### src/rtl/tem_pkg.sv
// shared constants, types and codes for the touch event mapper
package tem_pkg;

    localparam int COORD_RANGE = 4096;
    localparam int COORD_SHIFT = $clog2(COORD_RANGE);

    localparam int CMD_W     = 3;
    localparam int VAL_W     = 16;
    localparam int PANEL_W   = 12;
    localparam int VIEW_W    = 16;
    localparam int ID_W      = 32;
    localparam int KIND_W    = 2;
    localparam int CODE_W    = 3;
    localparam int CFG_IDX_W = 4;

    localparam int CF_W     = VAL_W + PANEL_W;
    localparam int SCALED_W = CF_W - COORD_SHIFT;
    localparam int MUL_A_W  = 20;
    localparam int MUL_B_W  = CF_W;
    localparam int PROD_W   = MUL_A_W + MUL_B_W;

    localparam int DIV_NUM_W     = PROD_W;
    localparam int DIV_DEN_W     = VIEW_W;
    localparam int DIV_BITS_STEP = 4;
    localparam int DIV_CYCLES    = DIV_NUM_W / DIV_BITS_STEP;
    localparam int DIV_CNT_W     = $clog2(DIV_CYCLES);

    localparam logic [CMD_W-1:0] CMD_MOVE    = 3'd0;
    localparam logic [CMD_W-1:0] CMD_PRESS   = 3'd1;
    localparam logic [CMD_W-1:0] CMD_RELEASE = 3'd2;
    localparam logic [CMD_W-1:0] CMD_RESIZE  = 3'd3;

    localparam logic [KIND_W-1:0] KIND_ABS = 2'd0;
    localparam logic [KIND_W-1:0] KIND_KEY = 2'd1;
    localparam logic [KIND_W-1:0] KIND_SYN = 2'd2;

    localparam logic [CODE_W-1:0] CODE_ID     = 3'd0;
    localparam logic [CODE_W-1:0] CODE_X      = 3'd1;
    localparam logic [CODE_W-1:0] CODE_Y      = 3'd2;
    localparam logic [CODE_W-1:0] CODE_TOUCH  = 3'd3;
    localparam logic [CODE_W-1:0] CODE_REPORT = 3'd4;

    localparam logic [CFG_IDX_W-1:0] REG_PANEL_WIDTH  = 4'd0;
    localparam logic [CFG_IDX_W-1:0] REG_PANEL_HEIGHT = 4'd1;

    localparam logic [ID_W-1:0]    ID_RELOAD          = 32'd97;
    localparam logic [ID_W-1:0]    ID_NONE            = 32'hffff_ffff;
    localparam logic [PANEL_W-1:0] PANEL_WIDTH_RESET  = 12'd1080;
    localparam logic [PANEL_W-1:0] PANEL_HEIGHT_RESET = 12'd2340;
    localparam logic [VIEW_W-1:0]  VIEW_WIDTH_RESET   = 16'd1080;
    localparam logic [VIEW_W-1:0]  VIEW_HEIGHT_RESET  = 16'd810;

    typedef struct packed {
        logic [PANEL_W-1:0] panel_width;
        logic [PANEL_W-1:0] panel_height;
    } panel_cfg_t;

    typedef struct packed {
        logic              valid;
        logic [KIND_W-1:0] kind;
        logic [CODE_W-1:0] code;
        logic [ID_W-1:0]   value;
        logic              last;
    } event_t;

    typedef struct packed {
        logic                 start;
        logic [DIV_NUM_W-1:0] num;
        logic [DIV_DEN_W-1:0] den;
    } div_req_t;

    typedef struct packed {
        logic                 done;
        logic [DIV_NUM_W-1:0] quot;
    } div_rsp_t;

endpackage

### src/rtl/tem_in_if.sv
// pointer command channel
interface tem_in_if
    import tem_pkg::*;
();
    logic             valid;
    logic             ready;
    logic [CMD_W-1:0] command;
    logic [VAL_W-1:0] x_value;
    logic [VAL_W-1:0] y_value;

    modport source (output valid, command, x_value, y_value, input ready);
    modport sink   (input valid, command, x_value, y_value, output ready);
endinterface

### src/rtl/tem_out_if.sv
// touch event channel
interface tem_out_if
    import tem_pkg::*;
();
    logic              valid;
    logic              ready;
    logic [KIND_W-1:0] event_kind;
    logic [CODE_W-1:0] event_code;
    logic [ID_W-1:0]   event_value;
    logic              last_event;

    modport source (output valid, event_kind, event_code, event_value, last_event,
                    input ready);
    modport sink   (input valid, event_kind, event_code, event_value, last_event,
                    output ready);
endinterface

### src/rtl/tem_cfg_if.sv
// configuration write channel
interface tem_cfg_if
    import tem_pkg::*;
();
    logic                 valid;
    logic                 ready;
    logic [CFG_IDX_W-1:0] index;
    logic [PANEL_W-1:0]   data;

    modport source (output valid, index, data, input ready);
    modport sink   (input valid, index, data, output ready);
endinterface

### src/rtl/tem_div.sv
// iterative restoring divider, several quotient bits per cycle
module tem_div
    import tem_pkg::*;
(
    input  logic     clk,
    input  logic     rst_n,
    input  div_req_t req,
    output div_rsp_t rsp
);

    logic [DIV_NUM_W-1:0] work_reg;
    logic [DIV_DEN_W-1:0] rem_reg;
    logic [DIV_DEN_W-1:0] den_reg;
    logic [DIV_CNT_W-1:0] cnt_reg;
    logic                 busy_reg;
    logic                 done_reg;

    logic [DIV_NUM_W-1:0] work_next;
    logic [DIV_DEN_W-1:0] rem_next;

    always_comb
    begin
        logic [DIV_DEN_W:0] trial;
        work_next = work_reg;
        rem_next  = rem_reg;
        for (int i = 0; i < DIV_BITS_STEP; i++)
        begin
            trial     = {rem_next, work_next[DIV_NUM_W-1]};
            work_next = {work_next[DIV_NUM_W-2:0], 1'b0};
            if (trial >= {1'b0, den_reg})
            begin
                rem_next     = DIV_DEN_W'(trial - {1'b0, den_reg});
                work_next[0] = 1'b1;
            end
            else
            begin
                rem_next = trial[DIV_DEN_W-1:0];
            end
        end
    end

    always_ff @(posedge clk or negedge rst_n)
    begin
        if (!rst_n)
        begin
            busy_reg <= 1'b0;
            done_reg <= 1'b0;
            cnt_reg  <= '0;
        end
        else
        begin
            done_reg <= 1'b0;
            if (req.start)
            begin
                work_reg <= req.num;
                rem_reg  <= '0;
                den_reg  <= req.den;
                cnt_reg  <= '0;
                busy_reg <= 1'b1;
            end
            else if (busy_reg)
            begin
                work_reg <= work_next;
                rem_reg  <= rem_next;
                cnt_reg  <= cnt_reg + 1'b1;
                if (cnt_reg == DIV_CNT_W'(DIV_CYCLES - 1))
                begin
                    busy_reg <= 1'b0;
                    done_reg <= 1'b1;
                end
            end
        end
    end

    // zero divisor yields zero
    assign rsp.done = done_reg;
    assign rsp.quot = (den_reg == '0) ? '0 : work_reg;

endmodule

### src/rtl/tem_seq.sv
// command sequencer with shared multiplier, view and tracking state
module tem_seq
    import tem_pkg::*;
(
    input  logic             clk,
    input  logic             rst_n,
    input  panel_cfg_t       panel,
    input  logic             in_valid,
    output logic             in_ready,
    input  logic [CMD_W-1:0] command,
    input  logic [VAL_W-1:0] x_value,
    input  logic [VAL_W-1:0] y_value,
    output div_req_t         div_req,
    input  div_rsp_t         div_rsp,
    output event_t           evt,
    input  logic             evt_ready
);

    typedef enum logic [3:0] {
        ST_IDLE,
        ST_EMIT_ID,
        ST_AX_SCALE,
        ST_AX_TMUL,
        ST_AX_TDIV,
        ST_AX_FMUL,
        ST_AX_FDIV,
        ST_EMIT_AX,
        ST_EMIT_TOUCH,
        ST_RS_MUL1,
        ST_RS_MUL2,
        ST_RS_CMP,
        ST_RS_DIV,
        ST_EMIT_SYNC
    } state_t;

    state_t              state_reg;
    logic [CMD_W-1:0]    cmd_reg;
    logic [VAL_W-1:0]    x_reg;
    logic [VAL_W-1:0]    y_reg;
    logic                axis_reg;
    logic [ID_W-1:0]     id_reg;
    logic [VIEW_W-1:0]   vw_reg;
    logic [VIEW_W-1:0]   vh_reg;
    logic [SCALED_W-1:0] scaled_reg;
    logic [CF_W-1:0]     t_reg;
    logic [ID_W-1:0]     ax_val_reg;
    logic [CF_W-1:0]     prod1_reg;
    logic [CF_W-1:0]     prod2_reg;
    logic                rs_hi_reg;

    logic [VAL_W-1:0]    coord;
    logic [PANEL_W-1:0]  full;
    logic [PANEL_W-1:0]  other;
    logic [VIEW_W-1:0]   v_this;
    logic [VIEW_W-1:0]   v_other;
    logic [MUL_A_W-1:0]  mul_a;
    logic [MUL_B_W-1:0]  mul_b;
    logic [PROD_W-1:0]   prod;
    logic [ID_W-1:0]     id_inc;
    logic                accept;
    logic                evt_taken;

    assign coord   = axis_reg ? y_reg : x_reg;
    assign full    = axis_reg ? panel.panel_height : panel.panel_width;
    assign other   = axis_reg ? panel.panel_width : panel.panel_height;
    assign v_this  = axis_reg ? vh_reg : vw_reg;
    assign v_other = axis_reg ? vw_reg : vh_reg;

    assign in_ready  = (state_reg == ST_IDLE);
    assign accept    = in_valid && in_ready;
    assign evt_taken = evt.valid && evt_ready;
    assign id_inc    = id_reg + 1'b1;

    // shared multiplier
    always_comb
    begin
        mul_a = '0;
        mul_b = '0;
        unique case (state_reg)
            ST_AX_SCALE:
            begin
                mul_a = MUL_A_W'(coord);
                mul_b = MUL_B_W'(full);
            end
            ST_AX_TMUL:
            begin
                mul_a = MUL_A_W'(v_this);
                mul_b = MUL_B_W'(other);
            end
            ST_AX_FMUL:
            begin
                mul_a = MUL_A_W'(scaled_reg);
                mul_b = t_reg;
            end
            ST_RS_MUL1:
            begin
                mul_a = MUL_A_W'(x_reg);
                mul_b = MUL_B_W'(panel.panel_height);
            end
            ST_RS_MUL2:
            begin
                mul_a = MUL_A_W'(y_reg);
                mul_b = MUL_B_W'(panel.panel_width);
            end
            default:
            begin
                mul_a = '0;
                mul_b = '0;
            end
        endcase
    end

    assign prod = PROD_W'(mul_a) * PROD_W'(mul_b);

    always_comb
    begin
        div_req.start = 1'b0;
        div_req.num   = prod;
        div_req.den   = v_other;
        unique case (state_reg)
            ST_AX_TMUL:
            begin
                div_req.start = 1'b1;
                div_req.den   = v_other;
            end
            ST_AX_FMUL:
            begin
                div_req.start = 1'b1;
                div_req.den   = DIV_DEN_W'(full);
            end
            ST_RS_CMP:
            begin
                div_req.start = 1'b1;
                if (prod1_reg > prod2_reg)
                begin
                    div_req.num = DIV_NUM_W'(prod2_reg);
                    div_req.den = x_reg;
                end
                else
                begin
                    div_req.num = DIV_NUM_W'(prod1_reg);
                    div_req.den = y_reg;
                end
            end
            default:
            begin
                div_req.start = 1'b0;
            end
        endcase
    end

    always_comb
    begin
        evt.valid = 1'b0;
        evt.kind  = KIND_ABS;
        evt.code  = CODE_ID;
        evt.value = '0;
        evt.last  = 1'b0;
        unique case (state_reg)
            ST_EMIT_ID:
            begin
                evt.valid = 1'b1;
                evt.value = id_reg;
            end
            ST_EMIT_AX:
            begin
                evt.valid = 1'b1;
                evt.code  = axis_reg ? CODE_Y : CODE_X;
                evt.value = ax_val_reg;
            end
            ST_EMIT_TOUCH:
            begin
                evt.valid = 1'b1;
                evt.kind  = KIND_KEY;
                evt.code  = CODE_TOUCH;
                evt.value = ID_W'(cmd_reg == CMD_PRESS);
            end
            ST_EMIT_SYNC:
            begin
                evt.valid = 1'b1;
                evt.kind  = KIND_SYN;
                evt.code  = CODE_REPORT;
                evt.last  = 1'b1;
            end
            default:
            begin
                evt.valid = 1'b0;
            end
        endcase
    end

    always_ff @(posedge clk or negedge rst_n)
    begin
        if (!rst_n)
        begin
            state_reg <= ST_IDLE;
            id_reg    <= ID_RELOAD;
            vw_reg    <= VIEW_WIDTH_RESET;
            vh_reg    <= VIEW_HEIGHT_RESET;
            axis_reg  <= 1'b0;
        end
        else
        begin
            unique case (state_reg)
                ST_IDLE:
                begin
                    if (accept)
                    begin
                        cmd_reg  <= command;
                        x_reg    <= x_value;
                        y_reg    <= y_value;
                        axis_reg <= 1'b0;
                        case (command)
                            CMD_MOVE:
                                state_reg <= ST_AX_SCALE;
                            CMD_PRESS:
                            begin
                                if (x_value == '0 && y_value == '0)
                                begin
                                    state_reg <= ST_EMIT_SYNC;
                                end
                                else
                                begin
                                    id_reg    <= (id_inc == ID_NONE) ? ID_RELOAD : id_inc;
                                    state_reg <= ST_EMIT_ID;
                                end
                            end
                            CMD_RELEASE:
                            begin
                                id_reg    <= ID_NONE;
                                state_reg <= ST_EMIT_ID;
                            end
                            CMD_RESIZE:
                            begin
                                if (x_value == '0 || y_value == '0)
                                begin
                                    state_reg <= ST_EMIT_SYNC;
                                end
                                else
                                begin
                                    state_reg <= ST_RS_MUL1;
                                end
                            end
                            default:
                                state_reg <= ST_EMIT_SYNC;
                        endcase
                    end
                end
                ST_EMIT_ID:
                begin
                    if (evt_taken)
                    begin
                        state_reg <= (cmd_reg == CMD_RELEASE) ? ST_EMIT_TOUCH : ST_AX_SCALE;
                    end
                end
                ST_AX_SCALE:
                begin
                    scaled_reg <= prod[COORD_SHIFT +: SCALED_W];
                    if (v_this >= VIEW_W'(full))
                    begin
                        ax_val_reg <= ID_W'(prod[COORD_SHIFT +: SCALED_W]);
                        state_reg  <= ST_EMIT_AX;
                    end
                    else
                    begin
                        state_reg <= ST_AX_TMUL;
                    end
                end
                ST_AX_TMUL:
                    state_reg <= ST_AX_TDIV;
                ST_AX_TDIV:
                begin
                    if (div_rsp.done)
                    begin
                        t_reg     <= div_rsp.quot[CF_W-1:0];
                        state_reg <= ST_AX_FMUL;
                    end
                end
                ST_AX_FMUL:
                    state_reg <= ST_AX_FDIV;
                ST_AX_FDIV:
                begin
                    if (div_rsp.done)
                    begin
                        ax_val_reg <= ID_W'(full >> 1) - ID_W'(t_reg >> 1)
                                      + div_rsp.quot[ID_W-1:0];
                        state_reg  <= ST_EMIT_AX;
                    end
                end
                ST_EMIT_AX:
                begin
                    if (evt_taken)
                    begin
                        if (!axis_reg)
                        begin
                            axis_reg  <= 1'b1;
                            state_reg <= ST_AX_SCALE;
                        end
                        else if (cmd_reg == CMD_PRESS)
                        begin
                            state_reg <= ST_EMIT_TOUCH;
                        end
                        else
                        begin
                            state_reg <= ST_EMIT_SYNC;
                        end
                    end
                end
                ST_EMIT_TOUCH:
                begin
                    if (evt_taken)
                    begin
                        state_reg <= ST_EMIT_SYNC;
                    end
                end
                ST_RS_MUL1:
                begin
                    prod1_reg <= prod[CF_W-1:0];
                    state_reg <= ST_RS_MUL2;
                end
                ST_RS_MUL2:
                begin
                    prod2_reg <= prod[CF_W-1:0];
                    state_reg <= ST_RS_CMP;
                end
                ST_RS_CMP:
                begin
                    rs_hi_reg <= (prod1_reg > prod2_reg);
                    state_reg <= ST_RS_DIV;
                end
                ST_RS_DIV:
                begin
                    if (div_rsp.done)
                    begin
                        if (rs_hi_reg)
                        begin
                            vh_reg <= div_rsp.quot[VIEW_W-1:0];
                            vw_reg <= VIEW_W'(panel.panel_width);
                        end
                        else
                        begin
                            vw_reg <= div_rsp.quot[VIEW_W-1:0];
                            vh_reg <= VIEW_W'(panel.panel_height);
                        end
                        state_reg <= ST_EMIT_SYNC;
                    end
                end
                ST_EMIT_SYNC:
                begin
                    if (evt_taken)
                    begin
                        state_reg <= ST_IDLE;
                    end
                end
                default:
                    state_reg <= ST_IDLE;
            endcase
        end
    end

endmodule

### src/rtl/touch_event_mapper_core.sv
// touch event mapper top level: configuration registers and event output stage
// other commands, empty resize and origin press emit only the sync event; release emits
// id, touch and sync; move emits both axes and sync, and press adds id and touch
// a letterboxed axis runs two passes of the shared divider, 4 quotient bits a cycle
// one pointer transaction at a time; the next is taken once its sync event leaves
// reset: panel 1080x2340, view 1080x810, tracking id 97, no event pending
module touch_event_mapper_core
    import tem_pkg::*;
(
    input logic        clk,
    input logic        rst_n,
    tem_in_if.sink     pointer,
    tem_out_if.source  events,
    tem_cfg_if.sink    cfg
);

    panel_cfg_t        panel_reg;
    logic              out_valid_reg;
    logic [KIND_W-1:0] out_kind_reg;
    logic [CODE_W-1:0] out_code_reg;
    logic [ID_W-1:0]   out_value_reg;
    logic              out_last_reg;

    event_t   evt;
    logic     evt_ready;
    div_req_t div_req;
    div_rsp_t div_rsp;

    assign cfg.ready = 1'b1;

    always_ff @(posedge clk or negedge rst_n)
    begin
        if (!rst_n)
        begin
            panel_reg.panel_width  <= PANEL_WIDTH_RESET;
            panel_reg.panel_height <= PANEL_HEIGHT_RESET;
        end
        else if (cfg.valid)
        begin
            unique case (cfg.index)
                REG_PANEL_WIDTH:  panel_reg.panel_width  <= cfg.data;
                REG_PANEL_HEIGHT: panel_reg.panel_height <= cfg.data;
                default:          ;
            endcase
        end
    end

    tem_div u_div (
        .clk   (clk),
        .rst_n (rst_n),
        .req   (div_req),
        .rsp   (div_rsp)
    );

    tem_seq u_seq (
        .clk       (clk),
        .rst_n     (rst_n),
        .panel     (panel_reg),
        .in_valid  (pointer.valid),
        .in_ready  (pointer.ready),
        .command   (pointer.command),
        .x_value   (pointer.x_value),
        .y_value   (pointer.y_value),
        .div_req   (div_req),
        .div_rsp   (div_rsp),
        .evt       (evt),
        .evt_ready (evt_ready)
    );

    assign evt_ready = !out_valid_reg || events.ready;

    always_ff @(posedge clk or negedge rst_n)
    begin
        if (!rst_n)
        begin
            out_valid_reg <= 1'b0;
        end
        else if (evt_ready)
        begin
            out_valid_reg <= evt.valid;
            out_kind_reg  <= evt.kind;
            out_code_reg  <= evt.code;
            out_value_reg <= evt.value;
            out_last_reg  <= evt.last;
        end
    end

    assign events.valid       = out_valid_reg;
    assign events.event_kind  = out_kind_reg;
    assign events.event_code  = out_code_reg;
    assign events.event_value = out_value_reg;
    assign events.last_event  = out_last_reg;

endmodule

### src/flat_wrapper.sv
// flat-port wrapper written by rule: the top's interface ports become plain ports
module touch_event_mapper_core_flat import tem_pkg::*;
  (clk, rst_n, pointer_valid, pointer_command, pointer_x_value, pointer_y_value, pointer_ready, events_valid, events_event_kind, events_event_code, events_event_value, events_last_event, events_ready, cfg_valid, cfg_index, cfg_data, cfg_ready);
  tem_in_if pointer_i ();
  tem_out_if events_i ();
  tem_cfg_if cfg_i ();
  input logic clk;
  input logic rst_n;
  input wire logic [$bits(pointer_i.valid)-1:0] pointer_valid;
  input wire logic [$bits(pointer_i.command)-1:0] pointer_command;
  input wire logic [$bits(pointer_i.x_value)-1:0] pointer_x_value;
  input wire logic [$bits(pointer_i.y_value)-1:0] pointer_y_value;
  output wire logic [$bits(pointer_i.ready)-1:0] pointer_ready;
  output wire logic [$bits(events_i.valid)-1:0] events_valid;
  output wire logic [$bits(events_i.event_kind)-1:0] events_event_kind;
  output wire logic [$bits(events_i.event_code)-1:0] events_event_code;
  output wire logic [$bits(events_i.event_value)-1:0] events_event_value;
  output wire logic [$bits(events_i.last_event)-1:0] events_last_event;
  input wire logic [$bits(events_i.ready)-1:0] events_ready;
  input wire logic [$bits(cfg_i.valid)-1:0] cfg_valid;
  input wire logic [$bits(cfg_i.index)-1:0] cfg_index;
  input wire logic [$bits(cfg_i.data)-1:0] cfg_data;
  output wire logic [$bits(cfg_i.ready)-1:0] cfg_ready;
  assign pointer_i.valid = pointer_valid;
  assign pointer_i.command = pointer_command;
  assign pointer_i.x_value = pointer_x_value;
  assign pointer_i.y_value = pointer_y_value;
  assign pointer_ready = pointer_i.ready;
  assign events_valid = events_i.valid;
  assign events_event_kind = events_i.event_kind;
  assign events_event_code = events_i.event_code;
  assign events_event_value = events_i.event_value;
  assign events_last_event = events_i.last_event;
  assign events_i.ready = events_ready;
  assign cfg_i.valid = cfg_valid;
  assign cfg_i.index = cfg_index;
  assign cfg_i.data = cfg_data;
  assign cfg_ready = cfg_i.ready;
  touch_event_mapper_core u_core (.clk(clk), .rst_n(rst_n), .pointer(pointer_i), .events(events_i), .cfg(cfg_i));
endmodule
### config.mk
export PLATFORM = sky130hd
export DESIGN_NAME = touch_event_mapper_core_flat
export DESIGN_NICKNAME = d
export VERILOG_FILES = /design/src/rtl/tem_pkg.sv /design/src/rtl/tem_in_if.sv /design/src/rtl/tem_out_if.sv /design/src/rtl/tem_cfg_if.sv /design/src/rtl/tem_div.sv /design/src/rtl/tem_seq.sv /design/src/rtl/touch_event_mapper_core.sv /design/src/flat_wrapper.sv
export SDC_FILE = /design/constraint.sdc
export NUM_CORES = 2
export LEC_CHECK = 0
export BUFFER_PORTS_ARGS = -buffer_cell sky130_fd_sc_hd__buf_2
export CAP_MARGIN = 0
export CORE_MARGIN = 5
export CORE_UTILIZATION = 55
export CTS_CLUSTER_DIAMETER = 30
export CTS_CLUSTER_SIZE = 30
export DETAILED_ROUTE_END_ITERATION = 8
export PLACE_DENSITY = 0.75
export SYNTH_ARGS = -nofsm -noshare
export SYNTH_HDL_FRONTEND = slang
export SYNTH_SLANG_ARGS = --single-unit
### constraint.sdc
create_clock -name clk -period 25.9 [get_ports clk]
set_clock_uncertainty 0.05 [all_clocks]
set_input_delay 5.18 -clock clk [delete_from_list [all_inputs] [get_ports clk]]
set_output_delay 5.18 -clock clk [all_outputs]
set_load 0.02 [all_outputs]
# Yosys cells after proc, flatten, opt, wreduce, memory -nomap -nowiden
# Index checks and enable logic that the tools add are counted.
dict set report word_totals {
  in_bits 56
  word_cells 171
  out_inout_bits 41
  ff_bits 386
}
dict set report op_classes {
  n_mul 1
  n_addsub 8
  n_mux 64
  reduce_logical 34
  eq_ne 31
  magnitude_cmp 6
}
# operator n
set ops {}
lappend ops {{$mux W16} 10}
lappend ops {{$mux W32} 5}
lappend ops {{$mux W48} 3}
lappend ops {{$pmux W28 S5} 1}
lappend ops {{$pmux W32 S2} 2}
lappend ops {{$pmux W32 S3} 1}
lappend ops {{$pmux W16 S5} 1}
lappend ops {{$ge A17 B16 Y1} 4}
lappend ops {{$sub A16 B16 Y16} 4}
lappend ops {{$pmux W4 S14} 1}
lappend ops {{$mux W4} 13}
lappend ops {{$logic_not A16 Y1} 3}
lappend ops {{$mul A20 B28 Y48} 1}
lappend ops {{$mux W44} 1}
lappend ops {{$add A32 B1 Y32 const B} 1}
lappend ops {{$add A32 B32 Y32} 1}
lappend ops {{$eq A32 B32 Y1 const B} 1}
lappend ops {{$pmux W16 S2} 1}
lappend ops {{$eq A4 B4 Y1 const B} 7}
lappend ops {{$gt A28 B28 Y1} 1}
lappend ops {{$sub A11 B27 Y28} 1}
lappend ops {{$mux W12} 2}
lappend ops {{$reduce_and A2 Y1} 10}
lappend ops {{$eq A4 B3 Y1 const B} 4}
lappend ops {{26 further kinds} 65}

# Logic depth before layout (Yosys ltp)
dict set report logic_depth {
  word_depth 10
  ltp_mapped 47
}

# Hierarchy
# From an unflattened synthesis, not the netlist that was laid out.
dict set report hier_totals {
  hier_cells 4277
  area_unflattened_um2 40089.7
}
# module area_per_inst_um2 seq_area_each_um2 instances cells_each
set modules_own_cells {}
lappend modules_own_cells {tem_seq 30096.4 6786.5 1 3359}
lappend modules_own_cells {tem_div 7828.8 2552.4 1 821}
lappend modules_own_cells {touch_event_mapper_core 2164.6 1776.7 1 97}

# Worst setup path before layout
# Ideal clock, no wire load.
dict set report synth_timing {
  path_type {reg-to-reg}
  from {register u_core.u_div.den_reg[1]}
  to {register u_core.u_div.rem_reg[14], data pin}
  setup_slack_ns 16.181
  period_less_slack_ns 9.719
  t_required_ns 25.683
  path_stages_with_launch 41
  arrival_ns 9.502
  cell_sequence {edfxtp_1 inv_1 ha_1 nor2b_1 o31a_1 o211a_1 o21ai_0 nand2_1 clkbuf_1 o21ai_0 inv_1 ha_1 nor2b_1 o31ai_1 a31oi_1 a21o_1 a311oi_1 o221ai_2 [5 not listed] a41oi_1 o31a_1 o21ai_1 nor2_8 buf_4 mux2_1 ha_1 a21o_1 a21o_1 a221oi_1 nor2b_1 o21a_1 or4_1 a31o_2 a21oi_1 xnor2_1 mux2i_1 a211oi_1}
}
dict set report synth_between {
  elab_chain_cells 9
}
# item line
set synth_lines {}
lappend synth_lines {{start: declaration} tem_div.sv:13} ;# logic [DIV_DEN_W-1:0] den_reg;
lappend synth_lines {{start signal: assignment} tem_div.sv:57} ;# den_reg <= req.den;
lappend synth_lines {{$sub A16 B16 Y16 / $ge A17 B16 Y1 (equally long branches)} {tem_div.sv:32, tem_div.sv:30}}
lappend synth_lines {{$mux W16} tem_div.sv:30} ;# if (trial >= {1'b0, den_reg})
lappend synth_lines {{$sub A16 B16 Y16 / $ge A17 B16 Y1 (equally long branches)} {tem_div.sv:32, tem_div.sv:30}}
lappend synth_lines {{$mux W16} tem_div.sv:30}
lappend synth_lines {{$sub A16 B16 Y16 / $ge A17 B16 Y1 (equally long branches)} {tem_div.sv:32, tem_div.sv:30}}
lappend synth_lines {{$mux W16} tem_div.sv:30}
lappend synth_lines {{$sub A16 B16 Y16 / $ge A17 B16 Y1 (equally long branches)} {tem_div.sv:32, tem_div.sv:30}}
lappend synth_lines {{$mux W16 *} tem_div.sv:30}
lappend synth_lines {{$mux W16 *} tem_div.sv:61} ;# else if (busy_reg)
lappend synth_lines {{end signal: assignment} tem_div.sv:64} ;# rem_reg <= rem_next;
lappend synth_lines {{end: declaration} tem_div.sv:12} ;# logic [DIV_DEN_W-1:0] rem_reg;
# Mark *: on every way between the ends. The rest lies on a longest branch, timed or not.
# A chain may end at the register's enable or synchronous reset.

# Worst setup path after layout
dict set report layout_timing {
  from {register u_core.u_div.den_reg[1]}
  to {register u_core.u_div.rem_reg[3], data pin}
}
dict set report layout_between {
  elab_chain_cells 9
}
# item line
set layout_lines {}
lappend layout_lines {{$sub A16 B16 Y16 / $ge A17 B16 Y1 (equally long branches)} {tem_div.sv:32, tem_div.sv:30}}
lappend layout_lines {{$mux W16} tem_div.sv:30}
lappend layout_lines {{$sub A16 B16 Y16 / $ge A17 B16 Y1 (equally long branches)} {tem_div.sv:32, tem_div.sv:30}}
lappend layout_lines {{$mux W16} tem_div.sv:30}
lappend layout_lines {{$ge A17 B16 Y1 / $sub A16 B16 Y16 (equally long branches)} {tem_div.sv:30, tem_div.sv:32}}
lappend layout_lines {{$mux W16} tem_div.sv:30}
lappend layout_lines {{$sub A16 B16 Y16 / $ge A17 B16 Y1 (equally long branches)} {tem_div.sv:32, tem_div.sv:30}}
lappend layout_lines {{$mux W16 *} tem_div.sv:30}
lappend layout_lines {{$mux W16 *} tem_div.sv:61}
# Marked as above.

==> reports/metrics.csv <==
metric;value;unit
status;finished clean;
CP top delay family;compound AO/OA/AOI/OAI gates;
Avg WL per Cell;23.0;um
routed vias/inst;6.16;
gpl congestion;0.960;
Die X;274;um
Die ar.;0.0753;mm2
reg2reg setup slack;14.18;ns
first-pass GRT wire length;179;mm
largest family of logic cells by synthesized area;adder cells;
grt ovf;0;
Tcrit/Tclk final;45.3;%
Layout area overhead;10.2;%
post-synthesis adder-cell area fraction;28.1;%
number of global-route vias before repair;31200;
row count;97;
fmax;85.3;MHz
post-synthesis mux area share;5.05;%
Relative slew margins;18.6;%
n_diodes;0;
clk_lat worst skew;0.60;ns
Post-CTS Setup Inserts;0;
I/O pin cnt;97;
worst r2r dst;u_core.u_div.rem_reg[3];
worst slew pin tran;1.22;ns
max reg flops;48;
overall via count from detail_route;31100;
mapped cell area;0.0385;mm2
initial core utilization;55.2;%
destination of the worst hold path;u_core.u_seq.vh_reg[1];
CTS root buf;clkbuf_16;
Residual DRC;0;
Final Net Count;4751;
Setup TNS;0;ns
Synth Area in Simple Gates;14.2;%
largest net degree at the start of global routing;65;
initial antenna violation count;5;
total number of yosys warnings;0;
Worst-path clk slew;0.06;ns
setup repair after global routing missed its margin;false;
Worst Setup End Kind;register;
Critical Setup Path Class;reg -> reg;
Worst Hold Class;reg -> reg;
startpoint types;register;
fin. max-slew vios;0;
WP buf/inv;4;
1st-iter DRT viols;3579;
area fraction in compound gates after synthesis;13.6;%
Post-synth EDFFs;286;
final wirelength;116;mm
Critical Path RT;26.13;ns
most frequent cells in the layout;525 x nand2_1, 480 x inv_1, 369 x fa_1;
chip height;274;um
worst r2r src;u_core.u_div.den_reg[1];
Async SR Flop Fraction;25.9;%
Seq/Total Area, Yosys;28.9;%
Max stage delay on crit path;0.58;ns
Port Buffer Count;95;
GRT Overall Usage;30.9;%
post-synthesis instance total;4008;
final setup violation count;0;
CP max FO;21;
DRT antenna net count;0;
Netlist cell types;90;
Mapped Avg Cell Area;9.59;um2
core area;0.0697;mm2
Synth Flop Type;edfxtp_1;
commonest non-fill, non-tap cell in the layout;nand2_1;
DP HPWL;87.9;mm
clock buffer count from CTS;70;
worst hold stages;2;
min Tclk post-route;11.72;ns
CTS tree;built;
hold buffer count at cts;0;
crit path DAT;11.95;ns
number of max-cap violations;0;
Max Root-Sink Buffers;3;
Detailed Routing Iterations Pass 1;6;
Clock Sinks;386;
syn nets;4706;
cts repair resizes;0;
hold_sp;u_core.u_seq.vh_reg[1];
CP max-delay cell;o21ai_0;
flops & latches, synth;386;
R2R cell count;39;
Fin. Hold Viols;0;
layout cells sized above 1;10.2;%
xor/xnor share of the synthesized area;3.42;%
CTS H-tree depth;3;
-- layer usage --
metal	vias to the layer above	global-route usage (%)	wire, um
li1	13800	-	-
met1	15300	40.8	44800
met2	1640	48.3	52100
met3	355	8.35	13600
met4	4	13.0	5680
met5	-	0	30
-- area by class of cell --
class                   instances  area, um2
fillers                      5854      27300
multi-input cells            2954      24900
flip-flops and latches        386      11100
clock buffers                  80       1850
inverters                     480       1800
well taps                     940       1180
repair buffers                161        973
clock inverters                47        512
-- worst max-delay path by stage --
stage	start	to	slack [ns]	cells past startpoint
finish	u_core.u_div.den_reg[1]	u_core.u_div.rem_reg[3]	14.18	39
global route	u_core.u_div.den_reg[1]	u_core.u_div.rem_reg[3]	13.43	40
CTS	u_core.u_div.den_reg[1]	u_core.u_div.rem_reg[3]	14.16	39
detailed placement	u_core.u_div.den_reg[1]	u_core.u_div.rem_reg[3]	14.28	39
global placement	u_core.u_div.den_reg[1]	u_core.u_div.rem_reg[3]	14.36	39
floorplan	u_core.u_div.den_reg[1]	u_core.u_div.rem_reg[14]	16.18	40
-- stage by stage --
stage | instance area, um2 | setup slack, ns | hold slack (ns) | instances | util [%]
detailed placement | 40000 | 14.28 | 0.431 | 4921 | 57.4
floorplan | 38500 | 16.18 | 0.413 | 4008 | -
global route | 42400 | 13.43 | 0.460 | 5048 | 60.8
finish | 42400 | 14.18 | 0.438 | 5048 | 60.8
global placement | 40000 | 14.36 | 0.422 | 4921 | 57.4
CTS | 42400 | 14.16 | 0.437 | 5048 | 60.8
-- Yosys cell counts, drive strengths merged (37+ instances only) --
master | n | area, um2
a21o | 82 | 616
a21oi | 192 | 961
a22o | 37 | 324
and2 | 87 | 544
clkbuf | 164 | 616
dfrtp | 80 | 2000
edfxtp | 286 | 8590
fa | 369 | 7390
ha | 273 | 3420
inv | 480 | 1800
mux2 | 76 | 860
mux2i | 108 | 1080
nand2 | 525 | 1970
nand3 | 48 | 240
nor2 | 272 | 1040
nor2b | 47 | 294
o21ai | 182 | 911
xnor2 | 100 | 876
xor2 | 50 | 438
-- cell families after synthesis --
group	Yosys count
other cells	1
simple gates	1188
xor+xnor	150
buf+inv	668
fa+ha+maj	642
flops	386
compound gates	789
mux	184
-- tightest hold or removal path, stage by stage (launching register included) --
cell and delay [ns]:
dfstp_2 0.37, nand2_1 0.04, o21ai_0 0.07
Power is left out: the tool's default activity adds up to more than one toggle a clock period on the data nets, which glitch-free logic cannot reach.
